[config.mk]
export PLATFORM = sky130hd
export DESIGN_NAME = led_matrix_scan_driver
export DESIGN_NICKNAME = d
export VERILOG_FILES = /design/src/rtl/lmsd_pkg.sv /design/src/rtl/led_matrix_scan_driver.sv /design/src/rtl/lmsd_frame_store.sv /design/src/rtl/lmsd_scan_ctrl.sv
export SDC_FILE = /design/constraint.sdc
export NUM_CORES = 1
export LEC_CHECK = 0
export BUFFER_PORTS_ARGS = -buffer_cell sky130_fd_sc_hd__buf_2
export CORE_MARGIN = 5
export CORE_UTILIZATION = 35
export DETAILED_ROUTE_END_ITERATION = 12
export GPL_TIMING_DRIVEN = 0
export PLACE_DENSITY = 0.46
export SYNTH_ARGS = -nofsm -noshare
export SYNTH_HDL_FRONTEND = slang
export SYNTH_SLANG_ARGS = --single-unit
[constraint.sdc]
create_clock -name clk -period 4.1 [get_ports clk]
set_input_delay 1.025 -clock clk [delete_from_list [all_inputs] [get_ports clk]]
set_output_delay 1.025 -clock clk [all_outputs]
set_load 0.03 [all_outputs]
[src/rtl/lmsd_pkg.sv]
// Shared constants, command codes and interface types of the LED matrix scan driver.
`default_nettype none

package lmsd_pkg;

    localparam int unsigned STORE_DEPTH       = 128;
    localparam int unsigned STORE_AW          = 7;
    localparam int unsigned BYTE_W            = 8;
    localparam int unsigned BIT_W             = 3;
    localparam int unsigned CMD_W             = 2;
    localparam int unsigned ROW_W             = 4;
    localparam int unsigned BITS_PER_BYTE     = 8;
    localparam int unsigned DEF_ROW_COUNT     = 16;
    localparam int unsigned DEF_BYTES_PER_ROW = 8;

    localparam logic [BYTE_W-1:0] REPEATS_RESET = 8'd16;

    localparam logic [CMD_W-1:0] CMD_LOAD  = 2'd0;
    localparam logic [CMD_W-1:0] CMD_START = 2'd1;
    localparam logic [CMD_W-1:0] CMD_TICK  = 2'd2;

    typedef struct packed {
        logic                en;
        logic [STORE_AW-1:0] addr;
        logic [BYTE_W-1:0]   data;
    } store_wr_t;

    typedef struct packed {
        logic                en;
        logic [STORE_AW-1:0] addr;
    } store_rd_t;

    typedef struct packed {
        logic                valid;
        logic [STORE_AW-1:0] addr;
        logic [BYTE_W-1:0]   data;
    } store_rdata_t;

    typedef struct packed {
        logic             serial_data;
        logic             bit_strobe;
        logic             latch_pulse;
        logic [ROW_W-1:0] row_address;
        logic             active;
    } scan_result_t;

endpackage

`default_nettype wire

[src/rtl/led_matrix_scan_driver.sv]
// A request passes through the request register, then the result register, before it
// appears as a result; one request is taken every cycle while results are taken.
// The byte being shifted is held in a register and the next one is prefetched from the
// frame store's single read port, so every tick shifts one bit without waiting.
// Reset clears all control state; frame store entries read as zero until written, by way
// of one valid flag per entry, so no clearing pass is needed. frame_repeats resets to 16.
`default_nettype none

module led_matrix_scan_driver #(
    parameter int unsigned ROW_COUNT     = lmsd_pkg::DEF_ROW_COUNT,
    parameter int unsigned BYTES_PER_ROW = lmsd_pkg::DEF_BYTES_PER_ROW
) (
    input  wire logic                          clk,
    input  wire logic                          rst_n,
    input  wire logic                          cfg_wr_en,
    input  wire logic [lmsd_pkg::BYTE_W-1:0]   cfg_wr_data,
    input  wire logic                          cmd_valid,
    output logic                               cmd_stall,
    input  wire logic [lmsd_pkg::CMD_W-1:0]    command,
    input  wire logic [lmsd_pkg::STORE_AW-1:0] byte_index,
    input  wire logic [lmsd_pkg::BYTE_W-1:0]   byte_value,
    output logic                               res_valid,
    input  wire logic                          res_stall,
    output logic                               serial_data,
    output logic                               bit_strobe,
    output logic                               latch_pulse,
    output logic [lmsd_pkg::ROW_W-1:0]         row_address,
    output logic                               active
);
    import lmsd_pkg::*;

    logic [BYTE_W-1:0]   frame_repeats_reg;
    logic                req_valid_reg,  req_valid_next;
    logic [CMD_W-1:0]    req_cmd_reg;
    logic [STORE_AW-1:0] req_index_reg;
    logic [BYTE_W-1:0]   req_value_reg;
    logic                res_valid_reg,  res_valid_next;
    scan_result_t        res_reg;
    scan_result_t        result;
    store_wr_t           wr;
    store_rd_t           rd;
    store_rdata_t        rdata;
    logic                res_ready;
    logic                fire;
    logic                accept;

    always_comb
    begin
        res_ready      = !res_valid_reg || !res_stall;
        fire           = req_valid_reg && res_ready;
        cmd_stall      = req_valid_reg && !res_ready;
        accept         = cmd_valid && !cmd_stall;
        req_valid_next = accept || (req_valid_reg && !fire);
        res_valid_next = res_ready ? req_valid_reg : res_valid_reg;
    end

    always_ff @(posedge clk or negedge rst_n)
    begin
        if (!rst_n)
        begin
            frame_repeats_reg <= REPEATS_RESET;
            req_valid_reg     <= 1'b0;
            res_valid_reg     <= 1'b0;
        end
        else
        begin
            if (cfg_wr_en)
            begin
                frame_repeats_reg <= cfg_wr_data;
            end
            req_valid_reg <= req_valid_next;
            res_valid_reg <= res_valid_next;
        end
    end

    always_ff @(posedge clk)
    begin
        if (accept)
        begin
            req_cmd_reg   <= command;
            req_index_reg <= byte_index;
            req_value_reg <= byte_value;
        end
        if (fire)
        begin
            res_reg <= result;
        end
    end

    lmsd_frame_store u_store (
        .clk   (clk),
        .rst_n (rst_n),
        .wr    (wr),
        .rd    (rd),
        .rdata (rdata)
    );

    lmsd_scan_ctrl #(
        .ROW_COUNT     (ROW_COUNT),
        .BYTES_PER_ROW (BYTES_PER_ROW)
    ) u_ctrl (
        .clk           (clk),
        .rst_n         (rst_n),
        .fire          (fire),
        .command       (req_cmd_reg),
        .byte_index    (req_index_reg),
        .byte_value    (req_value_reg),
        .frame_repeats (frame_repeats_reg),
        .rdata         (rdata),
        .wr            (wr),
        .rd            (rd),
        .result        (result)
    );

    assign res_valid   = res_valid_reg;
    assign serial_data = res_reg.serial_data;
    assign bit_strobe  = res_reg.bit_strobe;
    assign latch_pulse = res_reg.latch_pulse;
    assign row_address = res_reg.row_address;
    assign active      = res_reg.active;

    // A request is never held back while the result register is free.
    a_no_stall_when_empty: assert property (@(posedge clk) disable iff (!rst_n)
        !res_valid_reg |-> !cmd_stall)
        else $error("request stalled with an empty result register");

    // A latch only ever accompanies a shifted bit.
    a_latch_with_strobe: assert property (@(posedge clk) disable iff (!rst_n)
        res_valid_reg && res_reg.latch_pulse |-> res_reg.bit_strobe)
        else $error("latch pulse without a shifted bit");

    // Serial data stays low on results that shifted nothing.
    a_data_quiet: assert property (@(posedge clk) disable iff (!rst_n)
        res_valid_reg && !res_reg.bit_strobe |-> !res_reg.serial_data)
        else $error("serial data driven without a shift");

    // A request held in the request register reaches the result register once it moves.
    a_request_moves: assert property (@(posedge clk) disable iff (!rst_n)
        req_valid_reg && res_ready |=> res_valid_reg)
        else $error("request lost between request and result registers");

endmodule

`default_nettype wire

[src/rtl/lmsd_frame_store.sv]
// Frame store: 128-byte memory with per-entry valid flags and a registered read port.
`default_nettype none

module lmsd_frame_store (
    input  wire logic                  clk,
    input  wire logic                  rst_n,
    input  wire lmsd_pkg::store_wr_t   wr,
    input  wire lmsd_pkg::store_rd_t   rd,
    output lmsd_pkg::store_rdata_t     rdata
);
    import lmsd_pkg::*;

    logic [BYTE_W-1:0]      mem_reg [STORE_DEPTH];
    logic [STORE_DEPTH-1:0] vld_reg;
    logic [BYTE_W-1:0]      raw_reg;
    logic                   raw_vld_reg;
    logic                   byp_reg;
    logic [BYTE_W-1:0]      byp_data_reg;
    logic                   fire_reg;
    logic [STORE_AW-1:0]    addr_reg;

    always_ff @(posedge clk)
    begin
        if (wr.en)
        begin
            mem_reg[wr.addr] <= wr.data;
        end
        raw_reg      <= mem_reg[rd.addr];
        byp_data_reg <= wr.data;
        addr_reg     <= rd.addr;
    end

    // Entries never written since reset read as zero.
    always_ff @(posedge clk or negedge rst_n)
    begin
        if (!rst_n)
        begin
            vld_reg     <= '0;
            raw_vld_reg <= 1'b0;
            byp_reg     <= 1'b0;
            fire_reg    <= 1'b0;
        end
        else
        begin
            if (wr.en)
            begin
                vld_reg[wr.addr] <= 1'b1;
            end
            raw_vld_reg <= vld_reg[rd.addr];
            byp_reg     <= wr.en && (wr.addr == rd.addr);
            fire_reg    <= rd.en;
        end
    end

    // A write to the address being read in the same cycle is forwarded.
    always_comb
    begin
        rdata.valid = fire_reg;
        rdata.addr  = addr_reg;
        if (byp_reg)
        begin
            rdata.data = byp_data_reg;
        end
        else if (raw_vld_reg)
        begin
            rdata.data = raw_reg;
        end
        else
        begin
            rdata.data = '0;
        end
    end

endmodule

`default_nettype wire

[src/rtl/lmsd_scan_ctrl.sv]
// Scan sequencer: byte, bit, column and row counters, pass count and the byte caches.
`default_nettype none

module lmsd_scan_ctrl #(
    parameter int unsigned ROW_COUNT     = lmsd_pkg::DEF_ROW_COUNT,
    parameter int unsigned BYTES_PER_ROW = lmsd_pkg::DEF_BYTES_PER_ROW
) (
    input  wire logic                           clk,
    input  wire logic                           rst_n,
    input  wire logic                           fire,
    input  wire logic [lmsd_pkg::CMD_W-1:0]     command,
    input  wire logic [lmsd_pkg::STORE_AW-1:0]  byte_index,
    input  wire logic [lmsd_pkg::BYTE_W-1:0]    byte_value,
    input  wire logic [lmsd_pkg::BYTE_W-1:0]    frame_repeats,
    input  wire lmsd_pkg::store_rdata_t         rdata,
    output lmsd_pkg::store_wr_t                 wr,
    output lmsd_pkg::store_rd_t                 rd,
    output lmsd_pkg::scan_result_t              result
);
    import lmsd_pkg::*;

    localparam int unsigned FRAME_BYTES = ROW_COUNT * BYTES_PER_ROW;
    localparam int unsigned PTR_W       = (FRAME_BYTES > 1) ? $clog2(FRAME_BYTES) : 1;
    localparam int unsigned COL_W       = (BYTES_PER_ROW > 1) ? $clog2(BYTES_PER_ROW) : 1;
    localparam logic [PTR_W-1:0] PTR_LAST = PTR_W'(FRAME_BYTES - 1);
    localparam logic [COL_W-1:0] COL_LAST = COL_W'(BYTES_PER_ROW - 1);
    localparam logic [ROW_W-1:0] ROW_LAST = ROW_W'(ROW_COUNT - 1);
    localparam logic [BIT_W-1:0] BIT_LAST = BIT_W'(BITS_PER_BYTE - 1);

    logic [PTR_W-1:0]    ptr_reg,       ptr_next;
    logic [BIT_W-1:0]    bit_reg,       bit_next;
    logic [COL_W-1:0]    col_reg,       col_next;
    logic [ROW_W-1:0]    row_reg,       row_next;
    logic [BYTE_W-1:0]   passes_reg,    passes_next;
    logic                running_reg,   running_next;
    logic [BYTE_W-1:0]   cur_reg,       cur_next;
    logic [BYTE_W-1:0]   nxt_reg,       nxt_next;
    logic [STORE_AW-1:0] nxt_addr_reg,  nxt_addr_next;
    logic [BYTE_W-1:0]   byte0_reg,     byte0_next;
    logic                pf_en_reg,     pf_en_next;
    logic [STORE_AW-1:0] pf_addr_reg,   pf_addr_next;

    logic [STORE_AW-1:0] cur_addr;
    logic [PTR_W-1:0]    ptr_follow;
    logic                tick;
    logic                last_bit;
    logic                row_end;
    logic                pix;
    logic                latch;

    always_comb
    begin
        cur_addr = STORE_AW'(ptr_reg);
        tick     = fire && (command == CMD_TICK) && running_reg;
        last_bit = (bit_reg == BIT_LAST);
        row_end  = (col_reg == COL_LAST);
        pix      = cur_reg[~bit_reg];
        latch    = tick && last_bit && row_end;

        wr.en   = fire && (command == CMD_LOAD);
        wr.addr = byte_index;
        wr.data = byte_value;

        ptr_next      = ptr_reg;
        bit_next      = bit_reg;
        col_next      = col_reg;
        row_next      = row_reg;
        passes_next   = passes_reg;
        running_next  = running_reg;
        cur_next      = cur_reg;
        nxt_next      = nxt_reg;
        nxt_addr_next = nxt_addr_reg;
        byte0_next    = byte0_reg;
        pf_en_next    = 1'b0;

        if (fire && (command == CMD_START))
        begin
            passes_next  = (frame_repeats == '0) ? '0 : frame_repeats - BYTE_W'(1);
            running_next = (passes_next != '0);
            ptr_next     = '0;
            bit_next     = '0;
            col_next     = '0;
            cur_next     = byte0_reg;
            pf_en_next   = 1'b1;
        end

        if (tick)
        begin
            bit_next = last_bit ? '0 : bit_reg + BIT_W'(1);
            if (last_bit)
            begin
                // The following byte was fetched while this one was shifting.
                cur_next   = nxt_reg;
                pf_en_next = 1'b1;
                col_next   = row_end ? '0 : col_reg + COL_W'(1);
                if (row_end)
                begin
                    row_next = (row_reg == ROW_LAST) ? '0 : row_reg + ROW_W'(1);
                end
                if (ptr_reg == PTR_LAST)
                begin
                    ptr_next     = '0;
                    passes_next  = (passes_reg == '0) ? '0 : passes_reg - BYTE_W'(1);
                    running_next = (passes_next != '0);
                end
                else
                begin
                    ptr_next = ptr_reg + PTR_W'(1);
                end
            end
        end

        ptr_follow   = (ptr_next == PTR_LAST) ? '0 : ptr_next + PTR_W'(1);
        pf_addr_next = STORE_AW'(ptr_follow);

        // Keep the cached copies coherent with frame store writes.
        if (wr.en)
        begin
            if (wr.addr == cur_addr)
            begin
                cur_next = wr.data;
            end
            if (wr.addr == '0)
            begin
                byte0_next = wr.data;
            end
            if (wr.addr == nxt_addr_reg)
            begin
                nxt_next = wr.data;
            end
        end

        if (rdata.valid)
        begin
            nxt_addr_next = rdata.addr;
            nxt_next      = (wr.en && (wr.addr == rdata.addr)) ? wr.data : rdata.data;
        end

        rd.en   = pf_en_reg;
        rd.addr = pf_addr_reg;

        result.serial_data = tick && !pix;
        result.bit_strobe  = tick;
        result.latch_pulse = latch;
        result.row_address = row_next;
        result.active      = running_next;
    end

    always_ff @(posedge clk or negedge rst_n)
    begin
        if (!rst_n)
        begin
            ptr_reg     <= '0;
            bit_reg     <= '0;
            col_reg     <= '0;
            row_reg     <= '0;
            passes_reg  <= '0;
            running_reg <= 1'b0;
            byte0_reg   <= '0;
            pf_en_reg   <= 1'b0;
        end
        else
        begin
            ptr_reg     <= ptr_next;
            bit_reg     <= bit_next;
            col_reg     <= col_next;
            row_reg     <= row_next;
            passes_reg  <= passes_next;
            running_reg <= running_next;
            byte0_reg   <= byte0_next;
            pf_en_reg   <= pf_en_next;
        end
    end

    always_ff @(posedge clk)
    begin
        cur_reg      <= cur_next;
        nxt_reg      <= nxt_next;
        nxt_addr_reg <= nxt_addr_next;
        pf_addr_reg  <= pf_addr_next;
    end

endmodule

`default_nettype wire

==> results of run 1 <==
==> power by group through the flow <==
stage	registers (mW)	clock network (mW)	logic, mW
final	14.4	12.9	1.14
after detailed placement	14.6	0	1.15
after CTS	14.4	13.2	1.16
after floorplan	14.7	0	0.480
after global routing	14.4	13.7	1.22
after global placement	14.9	0	0.767
==> metal layers <==
metal  vias to the layer above  part of all wire [%]  global-route usage [%]
met4                         0                   2.4                    4.87
met3                       172                   4.3                    3.04
li1                      10300                     -                       -
met5                         -                     0                       0
met1                     13500                    44                    25.4
met2                       625                    49                    29.9
==> cells by family after synthesis <==
logic type	Yosys count	synth area share, %
DFF	1278	74.6
AOI/OAI and AO/OA	90	1.24
and+or+nand+nor	427	4.28
adders and majority gates	11	0.277
buffers and inverters	138	1.15
xor gates and xnor gates	35	0.616
muxes	406	17.8
==> cell type report <==
type	instances	area, um^2	share of cell area [%]
Multi-Input combinational cell	969	12100	20.6
Clock inverter	66	679	1.16
Clock buffer	196	4040	6.90
Inverter	26	97.6	0.167
Sequential cell	1278	37100	63.3
Timing Repair Buffer	117	1710	2.92
Tap cell	1890	2360	4.04
Buffer	112	494	0.843
==> worst reg2reg max path: cells and delay by family, from the launching register on <==
family,cells,cell delay (ns)
simple gates,3,2.38
buf+inv,1,0.80
flops,1,0.40
compound gates,1,0.29
==> metrics by stage <==
stage	area (um^2)	TNS (ns)	std cells	setup WS (ns)	hold WS, ns
3_5_place_dp	53600	-598.35	4362	-1.11	0.341
5_1_grt	58600	-3.06	4654	-0.175	0.159
2_1_floorplan	49700	0	2385	1.04	0.326
6_report	58600	-2.02	4654	-0.141	0.159
4_1_cts	58500	-6.81	4650	-0.148	0.127
3_3_place_gp	52300	-1471.40	4313	-1.48	0.336
==> placed cells by master, fill, tap and decap left out, types with 44 or more instances in the layout <==
cell	synthesis	routed
buf_16	0	44
clkbuf_1	68	89
edfxtp_1	1064	1064
dfrtp_1	175	175
nor2_1	154	133
mux4_2	380	380
buf_2	21	59
nand2_1	51	51
clkbuf_16	0	148
or2_1	130	130
==> repair_timing <==
action | in CTS | in global routing
resized for setup | 12 | 17
setup endpoints to repair | 449 | 144
pin swaps | 19 | 4
buffers inserted | 26 | 4
hold buffers | 0 | 0
==> path summary, 6_finish.rpt <==
kind,startpoint,end,slack [ns],cells past startpoint
min,rst_n,u_store.vld_reg[46]$_DFFE_PN0P_,0.16,1
min reg2reg,u_ctrl.pf_en_reg$_DFF_PN0_,u_store.fire_reg$_DFF_PN0_,0.34,0
max reg2reg,res_valid$_DFFE_PN0P_,u_store.mem_reg[53][0]$_DFFE_PP_,-0.14,5
max in group asynchronous,rst_n,u_store.vld_reg[87]$_DFFE_PN0P_,2.79,3
max,res_valid$_DFFE_PN0P_,u_store.mem_reg[53][0]$_DFFE_PP_,-0.14,5
min in group clk,u_ctrl.pf_en_reg$_DFF_PN0_,u_store.fire_reg$_DFF_PN0_,0.34,0
==> run summary, run 1 <==
Status: finished, violations left
Failing checks: negative setup slack
First DRT Iteration DRCs: 2175
Final GP Congestion: 0.800
Post-synth net total: 2426
Internal power: 22.4 mW
Largest register FFs: 1024
Post-Synthesis Cell Area: 0.0497 mm^2
Leak: 19.8 nW
Dpl hpwl: 94.1 mm
Fin crit period: 4.24 ns
Reg clk slew, reported paths: 0.06 ns
Worst path max stage delay: 0.90 ns
CTS Buf Count: 141
Max Clock Skew: 0.0260 ns
DR vias/cell: 5.27
Clk Latency, worst-skew pair: 0.76 ns
Ys Warns: 0
Die Area: 0.150 mm^2
Setup ws final: -0.141 ns
CP max FO: 10
Count leader, synth: edfxtp_1
Class of the worst hold path: in2async
Fin crit share: 103%
Synth-to-layout area growth: 17.8%
Synth Register Bits: 1278
Post-DRT Antenna Nets: 0
Ant. Diodes: 0
Async SR Flop Fraction: 13.8%
Pre-Repair DR Iteration Count: 5
Fin. Hold Viols: 0
Critical path's slowest cell: nand3_1
Power Density: 484 mW/mm^2
Via count: 24500
Total track usage: 18.2%
Layout fillers: 12300
DR DRC count: 0
CTS tree: done
First-pass GRT wire length: 196 mm
WP buf/inv: 1
Die Ht: 387 um
Achievable frequency: 236 MHz
Die width: 387 um
Clock buffer depth: 3
Share of layout cells above drive strength 1: 29.1%
WS Path Type: reg2reg
Total core area: 0.141 mm^2
Total net switching power: 5.94 mW
Rel. slew slack: 0.900%
Max IR drop VDD: 436 uV
Initial antenna violation count: 2
Post-synth top area share: 64.2%
WP data arrival: 4.63 ns
Final core utilization: 41.4%
Cell taking the most area after synthesis: edfxtp_1
Drt total wl: 136 mm
Number of synthesized flops with an enable pin: 1064
Setup crit end kind: flip-flop
Slew Viols, Final: 0
Final setup vio count: 17
PnR Total Power: 28.4 mW
Mean Syn Cell Area: 20.9 um^2
CP Launch Type: flip-flop
Site Rows: 138
Reg power frac: 50.7%
Max-cap violations: 0
Largest net degree at the start of global routing: 77
Sequential share of the synthesized area: 74.6%
Critical path's top delay family: simple AND/OR/NAND/NOR gates
Starting Density: 35.2%
Cell variety after synth: 62
Post-synth top flop: edfxtp_1
H-tree levels: 4
Clock sink total: 1278
IO buf count: 38
Clk pwr share: 45.3%
Commonest cells post-synth: edfxtp_1 (1064), mux4_2 (380), dfrtp_1 (175), nor2_1 (154), or2_1 (130)
Remaining global-route overflow: 0
Worst endpoint required time: 4.49 ns
Main area contributors after synthesis: edfxtp_1 (64%), mux4_2 (17%), dfrtp_1 (8.8%)
Worst path cell trace: a21bo_2 -> nor3_1 -> nand3_1 -> clkbuf_1 -> nor2_2
RSZ-0062 raised after global routing: yes
Worst Max-Slew Pin Slew: 1.49 ns
Syn Inst Count: 2385
WL per Instance: 29.3 um
Root Driver: clkbuf_16
Boundary Pins: 40
Vias in the first global route: 25800
Switch share: 21.0%
Nets: 2686
Combinational power share: 4.0%
Power figures use the tool's default switching activity.
==> inputs of run 2 (changes only) <==
==> constraint.sdc (replaced) <==
create_clock -name clk -period 5 [get_ports clk]
set_input_delay 1.25 -clock clk [delete_from_list [all_inputs] [get_ports clk]]
set_output_delay 1.25 -clock clk [all_outputs]
set_load 0.03 [all_outputs]
==> run 2 against run 1 <==
Effect of this change:
- the run now ends clean
- clock power decreased by 19%
- hold slack improved by 0.18 ns
- first-iteration DRC count decreased by 0.51%
- non-clock buffer count decreased by 30
==> run summary, run 2 (synthesis results as in run 1) <==
Worst path max stage delay: 1.05 ns
Fin cells: 4624
DR vias/cell: 5.28
IO buf count: 38
Setup ws final: 0.353 ns
Worst Max-Slew Pin Slew: 1.44 ns
Final setup vio count: 0
Nets: 2656
Total track usage: 18.2%
CP max FO: 10
H-tree levels: 4
WL per Instance: 29.4 um
Die width: 387 um
Via count: 24400
Power Density: 399 mW/mm^2
Clock buffer depth: 3
Post-CTS setup buffers: 0
Final core utilization: 41.2%
DR DRC count: 0
Fin crit share: 92.9%
Pre-Repair DR Iteration Count: 5
Max-cap violations: 0
First-pass GRT wire length: 195 mm
Starting Density: 35.2%
First DRT Iteration DRCs: 2164
CP Launch Type: input pin
FF-to-FF End: u_store.raw_reg[2]$_DFF_P_
Leak: 19.6 nW
WP data arrival: 5.01 ns
Initial antenna violation count: 2
Reg clk slew, reported paths: 0.06 ns
Status: complete, no violations
Hold Path Origin: u_ctrl.pf_en_reg$_DFF_PN0_
Total core area: 0.141 mm^2
Fin. Hold Viols: 0
Reg-to-Reg Start: u_ctrl.pf_addr_reg[2]$_SDFF_PN0_
Synth-to-layout area growth: 17.3%
DP Cell Count: 4362
Max Clock Skew: 0.0263 ns
Critical path's top delay family: simple AND/OR/NAND/NOR gates
WP buf/inv: 2
Largest register FFs: 1024
Post-CTS sizing: 0
Clock sink total: 1278
Reg-to-reg slack, setup: 0.51 ns
Worst R2R Path Depth: 7
Setup tns final: 0 ns
Clk Latency, worst-skew pair: 0.76 ns
Most common cell after layout, fill and taps aside: edfxtp_1
Class of the worst hold path: reg2reg
Achievable frequency: 215 MHz
Root Driver: clkbuf_16
Ant. Diodes: 0
Hold slack final: 0.344 ns
Remaining global-route overflow: 0
Largest net degree at the start of global routing: 77
Die Ht: 387 um
Hold path depth: 0
Site Rows: 138
Die Area: 0.150 mm^2
Drt total wl: 136 mm
Critical path's slowest cell: nor2_1
Slew Viols, Final: 0
Post-DRT Antenna Nets: 0
Vias in the first global route: 25700
RSZ-0062 raised after global routing: no
Worst path cell trace: buf_2 -> a21bo_2 -> nor3_1 -> nand3_1 -> clkbuf_1 -> nor2_1
CTS tree: done
Critical path depth: 6
CTS Hold Bufs: 0
Worst endpoint required time: 5.37 ns
WS Path Type: in2reg
Boundary Pins: 40
Dpl hpwl: 94.1 mm
Fin crit period: 4.65 ns
Setup WS pre-CTS: -0.432 ns
Share of layout cells above drive strength 1: 27.3%
Rel. slew slack: 4.16%
CTS Buf Count: 141
Max IR drop VDD: 354 uV
Commonest non-fill, non-tap cells in the layout: edfxtp_1 (1064), mux4_2 (380), dfrtp_1 (175)
Hold EP: u_store.fire_reg$_DFF_PN0_
Setup crit end kind: flip-flop
Final GP Congestion: 0.800
run 2: cell count changes in the layout (fill, tap and decap cells not counted):
cell and change:
buf_4 -30, nor2_1 +21, nor2_2 -21, clkbuf_2 -6
clkbuf_1 +5, buf_1 +1, nand3_1 +1, nand3_2 -1
run 2: routing by layer:
layer / up-vias / share of wire, % / GRT usage (%)
met4: 0 / 2.3 / 4.87
met5: - / 0 / 0
met2: 654 / 49 / 29.7
li1: 10200 / - / -
met3: 171 / 4.6 / 3.04
met1: 13400 / 44 / 25.4
run 2: report_power, final:
| group | total (mW) | switching [mW] | internal (mW) | leakage (nW) |
|---|---|---|---|---|
| sequential | 11.8 | 0.104 | 11.7 | 12.3 |
| combinational | 0.932 | 0.554 | 0.378 | 4.98 |
| clock | 10.5 | 4.21 | 6.33 | 2.31 |
run 2: how the worst max path moves through the flow:
| stage | start | to | slack, ns |
|---|---|---|---|
| finish | res_stall | u_store.mem_reg[45][0]$_DFFE_PP_ | 0.35 |
| detailed placement | res_stall | u_store.mem_reg[39][4]$_DFFE_PP_ | -0.43 |
| CTS | res_stall | u_store.mem_reg[39][4]$_DFFE_PP_ | 0.40 |
| floorplan | res_stall | u_store.mem_reg[107][0]$_DFFE_PP_ | 1.71 |
| global placement | rst_n | u_store.vld_reg[84]$_DFFE_PN0P_ | -0.80 |
| global route | res_stall | u_store.mem_reg[39][4]$_DFFE_PP_ | 0.32 |
run 2: worst reg2reg max path: stages (launching register included):
cell,delay [ns]
dfxtp_1,0.34
buf_2,0.31
clkbuf_1,0.91
clkbuf_1,0.88
mux4_2,0.50
mux4_2,0.55
mux4_2,0.57
mux2_2,0.31
run 2: metrics by stage:
stage	cell area [um^2]	total power, mW
2_1_floorplan	49700	12.4
3_3_place_gp	52300	12.8
3_5_place_dp	53600	12.9
4_1_cts	58300	23.5
5_1_grt	58300	24.0
6_report	58300	23.3
run 2: layout make-up:
cell class | instances | area (um^2)
inverter | 26 | 97.6
timing repair buffer | 87 | 1490
tap | 1890 | 2360
clock inverter | 66 | 679
sequential | 1278 | 37100
clock buffer | 196 | 4040
fill | 12300 | 83100
multi-input combinational | 969 | 12000
buffer | 112 | 487
